## src/rtl/core/scpo_pkg.sv

```systemverilog
// Shared widths, register indexes and payload types for the sphere push-out block.
package scpo_pkg;

    localparam int CW     = 32;           // coordinate width
    localparam int EW     = 31;           // extent width
    localparam int DW     = CW + 1;       // signed center-minus-object difference
    localparam int MW     = CW;           // magnitude of the difference
    localparam int SQW    = 2 * EW + 2;   // sum of three extent squares
    localparam int LW     = SQW / 2;      // size vector length
    localparam int JW     = LW + 1;       // sum of two lengths (twice the radius sum)
    localparam int DSQW   = 2 * MW + 2;   // squared center distance
    localparam int GB     = 60 - CW;      // guard bits of the distance root
    localparam int QIN    = DSQW + 2 * GB;
    localparam int QW     = QIN / 2;      // guarded distance root
    localparam int PW     = MW + JW;      // |d| * J2
    localparam int NUMW   = PW + GB + 1;  // push-out dividend
    localparam int DENW   = QW + 1;       // push-out divisor
    localparam int OFW    = CW + 2;       // push-out offset
    localparam int RESW   = CW + 4;       // unsaturated result

    localparam int CFG_IW = 3;
    localparam int QD     = 4;            // queue depth
    localparam int QAW    = 2;
    localparam int QCW    = 3;

    localparam logic [CFG_IW-1:0] CFG_CX = 3'd0;
    localparam logic [CFG_IW-1:0] CFG_CY = 3'd1;
    localparam logic [CFG_IW-1:0] CFG_CZ = 3'd2;
    localparam logic [CFG_IW-1:0] CFG_EX = 3'd3;
    localparam logic [CFG_IW-1:0] CFG_EY = 3'd4;
    localparam logic [CFG_IW-1:0] CFG_EZ = 3'd5;

    typedef struct packed {
        logic signed [CW-1:0] obj_x;
        logic signed [CW-1:0] obj_y;
        logic signed [CW-1:0] obj_z;
        logic [EW-1:0]        obj_extent_x;
        logic [EW-1:0]        obj_extent_y;
        logic [EW-1:0]        obj_extent_z;
    } t_item;

    typedef struct packed {
        logic                 hit;
        logic signed [CW-1:0] out_x;
        logic signed [CW-1:0] out_y;
        logic signed [CW-1:0] out_z;
    } t_res;

    typedef struct packed {
        logic signed [CW-1:0] sphere_center_x;
        logic signed [CW-1:0] sphere_center_y;
        logic signed [CW-1:0] sphere_center_z;
        logic [EW-1:0]        sphere_extent_x;
        logic [EW-1:0]        sphere_extent_y;
        logic [EW-1:0]        sphere_extent_z;
    } t_cfg;

    // classified item handed from front to back; index 0 is x
    typedef struct packed {
        logic                   hit;
        logic [JW-1:0]          j2;
        logic [DSQW-1:0]        dsq;
        logic [2:0][MW-1:0]     dmag;
        logic [2:0]             dneg;
        logic [2:0][CW-1:0]     obj;
    } t_job;

endpackage

```

## src/rtl/core/scpo_queue.sv

```systemverilog
// Small job queue between front and back.
module scpo_queue (
    input  logic           i_clk,
    input  logic           i_rst_n,
    input  logic           i_push,
    input  scpo_pkg::t_job i_job,
    input  logic           i_pop,
    output logic           o_vld,
    output logic           o_full,
    output scpo_pkg::t_job o_job
);
    import scpo_pkg::*;

    t_job           r_mem [QD];
    logic [QAW-1:0] r_wp;
    logic [QAW-1:0] r_rp;
    logic [QCW-1:0] r_cnt;
    logic           do_push;
    logic           do_pop;

    assign o_vld   = (r_cnt != '0);
    assign o_full  = (r_cnt == QCW'(QD));
    assign do_push = i_push && !o_full;
    assign do_pop  = i_pop && o_vld;
    assign o_job   = r_mem[r_rp];

    always_ff @(posedge i_clk) begin
        if (!i_rst_n) begin
            r_wp  <= '0;
            r_rp  <= '0;
            r_cnt <= '0;
        end else begin
            if (do_push) begin
                r_wp <= r_wp + 1'b1;
            end
            if (do_pop) begin
                r_rp <= r_rp + 1'b1;
            end
            case ({do_push, do_pop})
                2'b10:   r_cnt <= r_cnt + 1'b1;
                2'b01:   r_cnt <= r_cnt - 1'b1;
                default: r_cnt <= r_cnt;
            endcase
        end
        if (do_push) begin
            r_mem[r_wp] <= i_job;
        end
    end

endmodule

```

## config.mk

```make
export PLATFORM = sky130hd
export DESIGN_NAME = scpo_queue
export DESIGN_NICKNAME = d
export VERILOG_FILES = /design/src/rtl/core/scpo_pkg.sv /design/src/rtl/core/scpo_queue.sv
export SDC_FILE = /design/constraint.sdc
export NUM_CORES = 1
export LEC_CHECK = 0
export BUFFER_PORTS_ARGS = -buffer_cell sky130_fd_sc_hd__clkbuf_2
export CORE_MARGIN = 1.5
export CORE_UTILIZATION = 52
export CTS_BUF_LIST = sky130_fd_sc_hd__clkbuf_8
export CTS_CLUSTER_DIAMETER = 100
export DETAILED_ROUTE_END_ITERATION = 10
export GPL_TIMING_DRIVEN = 0
export PLACE_DENSITY_LB_ADDON = 0.2
export RECOVER_POWER = 100
export SYNTH_ARGS = -nofsm -noshare
export SYNTH_HDL_FRONTEND = slang
export SYNTH_SLANG_ARGS = --single-unit
export TNS_END_PERCENT = 1
```

## constraint.sdc

```tcl
create_clock -name i_clk -period 5.17 [get_ports i_clk]
set_input_delay 0.7755 -clock i_clk [delete_from_list [all_inputs] [get_ports i_clk]]
set_output_delay 0.7755 -clock i_clk [all_outputs]
set_load 0.02 [all_outputs]
```

==> qor.yml <==
place:
  gp_congestion: 0.760
  place_ws_ns: 1.77
  portBuffers: 594
  dpl.hpwl_mm: 59.9
  dp.cells: 3281
finish:
  fin_cells: 3636
  area_growth_pct: 17.6
  regArea_sq_um: 35600
  utilization: 0.618
  drive_gt1_frac: 0.229
  fillers: 5929
  final_nets: 2705
  multiInputGateArea_sq_um: 7080
floorplanning:
  core.rowCount: 105
  die_width_um: 291
  dieHeight_um: 291
  start_util: 0.526
  ios: 596
  fp.coreArea_sq_um: 82200
  die-area_sq_um: 84900
routing:
  vias: 19800
  totalWireLength_mm: 90.9
  routedWlPerCell_um: 25.0
  drt_first_pass_iters: 5
  drt_iter0_drc: 1108
  vias_per_cell: 5.45
  detail-route-antenna-nets: 0
  drcViolationCount: 0
worst_setup_path:
  crit_chain: "clkbuf_1 -> clkbuf_1 -> clkbuf_1 -> mux4_2 -> clkbuf_1"
  critPathMostFrequentCell: "clkbuf_1"
  cp-end-kind: "output pin"
  cpPeakStageDelay_ns: 0.77
  crit_type: "register to output pin"
  cpMaxStageDelayCell: "clkbuf_1"
  startpoint_type: "register"
  critPathArrivalTime_ns: 3.56
  worstPathMaxFanout: 10
  worstPathRequired_ns: 4.39
logic_synthesis:
  netlist_area_sq_um: 43200
  synth_edf_count: 1180
  ys.flop_type: "edfxtp_1"
  async_reset_ff_frac: 0
  ys_top_cells_by_area: "edfxtp_1 (82%), mux4_2 (13%), mux4_1 (2.4%)"
  synth_top_area_share: 0.819
  yosys_warnings: 0
  yosysSeqAreaShare: 0.824
  synth_top_area_cell: "edfxtp_1"
  synth.most_common_cell: "edfxtp_1"
  synthTopCellsByCount: "edfxtp_1 (1,180), mux4_2 (255), mux4_1 (40)"
  avgSynthCellArea_sq_um: 27.1
  ys_types: 25
  synth_nets: 1898
  synthCells: 1593
  ys_seq_elements: 1189
sta:
  drv_slew: 332
  period_needed_ns: 4.34
  hold_viol: 0
  finalCritPeriodShare: 0.839
  skew_ns: 0.0425
  setup_viol: 0
  max-slew-margin-rel: -0.620
  tightest_slew_ns: 2.43
  clock.fmax_mhz: 231
  hold-worst-slack_ns: 0.189
  rsz0062_at_grt: "false"
  finalWorstSetupSlack_ns: 0.833
clock_tree:
  post-cts-setup-buffers: 0
  clockBufferDepth: 3
  clkTransAtPathRegs_ns: 0.06
  cts-resized-gates: 0
  cts_tree: "built"
  cts_max_level: 4
  cts-root-buf: "clkbuf_8"
  cts.sinks: 1189
  cts_buffers: 187
  cts_hold_buf: 0
  clock_latency_ns: 0.83
run:
  max_cap_violations: 8
global_route:
  grt_overflow: 0
  grt_pass1_vias: 21400
  grt_max_degree: 55
  grt_pass1_wl_mm: 134
  antenna_found_initial: 24
  grt_usage: 0.216
outcome:
  status: "finished with violations"
  violations: "max-capacitance violations, max-slew violations"
power:
  p_leak_nw: 16.0
  p_per_area_nw_per_um2: 508
  p_total_w: 0.0258
  ir_drop_v: 0.000308
hold_path:
  min-delay-path-class: "input pin to register"
[per-stage QoR]
step,TNS [ns],cell area [sq um]
after floorplan,-60.93,43200
after global placement,-3578.12,47600
after detailed placement,0,48200
after CTS,0,51700
after global routing,0,50800
final,0,50900
[routing by layer]
| metal | track usage | up-vias | routed length (um) |
|---|---|---|---|
| li1 | - | 8668 | - |
| met1 | 0.254 | 10400 | 33300 |
| met2 | 0.368 | 588 | 47900 |
| met3 | 0.0794 | 179 | 7180 |
| met4 | 0.0711 | 22 | 2390 |
| met5 | 0 | - | 151 |
[path summary, 6_finish.rpt]
| check | cells past startpoint | endpoint | slack [ns] | start |
|---|---|---|---|---|
| hold reg to reg | 2 | r_wp[0] | 0.51 | r_wp[0] |
| setup reg to reg | 7 | r_mem[2][185] | 0.86 | r_cnt[0] |
| hold / removal | 1 | r_mem[0][145] | 0.19 | i_job[145] |
| setup / recovery | 5 | o_job[219] | 0.83 | register |
[critical path: cells and delay by family, from the launching register on]
family | cells | cell delay, ns
mux | 1 | 0.41
flops | 1 | 0.30
buf+inv | 4 | 1.99
[report_power, final]
part / internal [W] / total [W] / switching (W)
logic: 0.00259 / 0.00676 / 0.00417
registers: 0.0116 / 0.0118 / 0.000184
clock network: 0.00376 / 0.00725 / 0.00349
[kinds of logic (layout without fill, tap and decap cells)]
logic type | Yosys count | in the layout | share of synthesized area
fa+ha+maj | 6 | 6 | 0.00191
mux | 297 | 297 | 0.158
other cells | 0 | 18 | 0
buf+inv | 74 | 1029 | 0.0126
simple gates | 18 | 18 | 0.00258
xor+xnor | 4 | 4 | 0.000810
flops | 1189 | 1189 | 0.824
compound gates | 5 | 5 | 0.000839
[cell usage in the layout, fill, tap and decap left out, types with 2 or more instances in the layout]
cell type	n
edfxtp_1	1180
clkbuf_1	594
mux4_2	255
clkbuf_8	196
inv_1	67
clkinv_1	45
mux4_1	40
clkbuf_2	34
buf_6	26
clkinv_2	19
diode_2	18
buf_16	18
buf_2	10
dfxtp_1	9
clkinvlp_4	6
nand2_1	5
ha_1	5
bufinv_16	5
buf_8	3
and2_1	3
and2_0	3
xnor2_1	3
clkinv_8	3
or3_2	2
mux2i_1	2
nor2b_1	2
o21ai_0	2
[layout make-up]
class	instances	area share
Timing Repair Buffer	618	0.0549
Inverter	6	0.000443
Clock inverter	141	0.0150
Antenna cell	18	0.000886
Multi-Input combinational cell	330	0.139
Clock buffer	196	0.0530
Tap cell	1070	0.0263
Sequential cell	1189	0.700
Buffer	68	0.00977
[flip-flops by register name, indices dropped and copies added, names as in the netlist, named ones only]
register,cells
r_mem,1180
r_rp,2
r_wp,2
r_cnt,3
No activity file was read; power rests on OpenSTA's default activity.
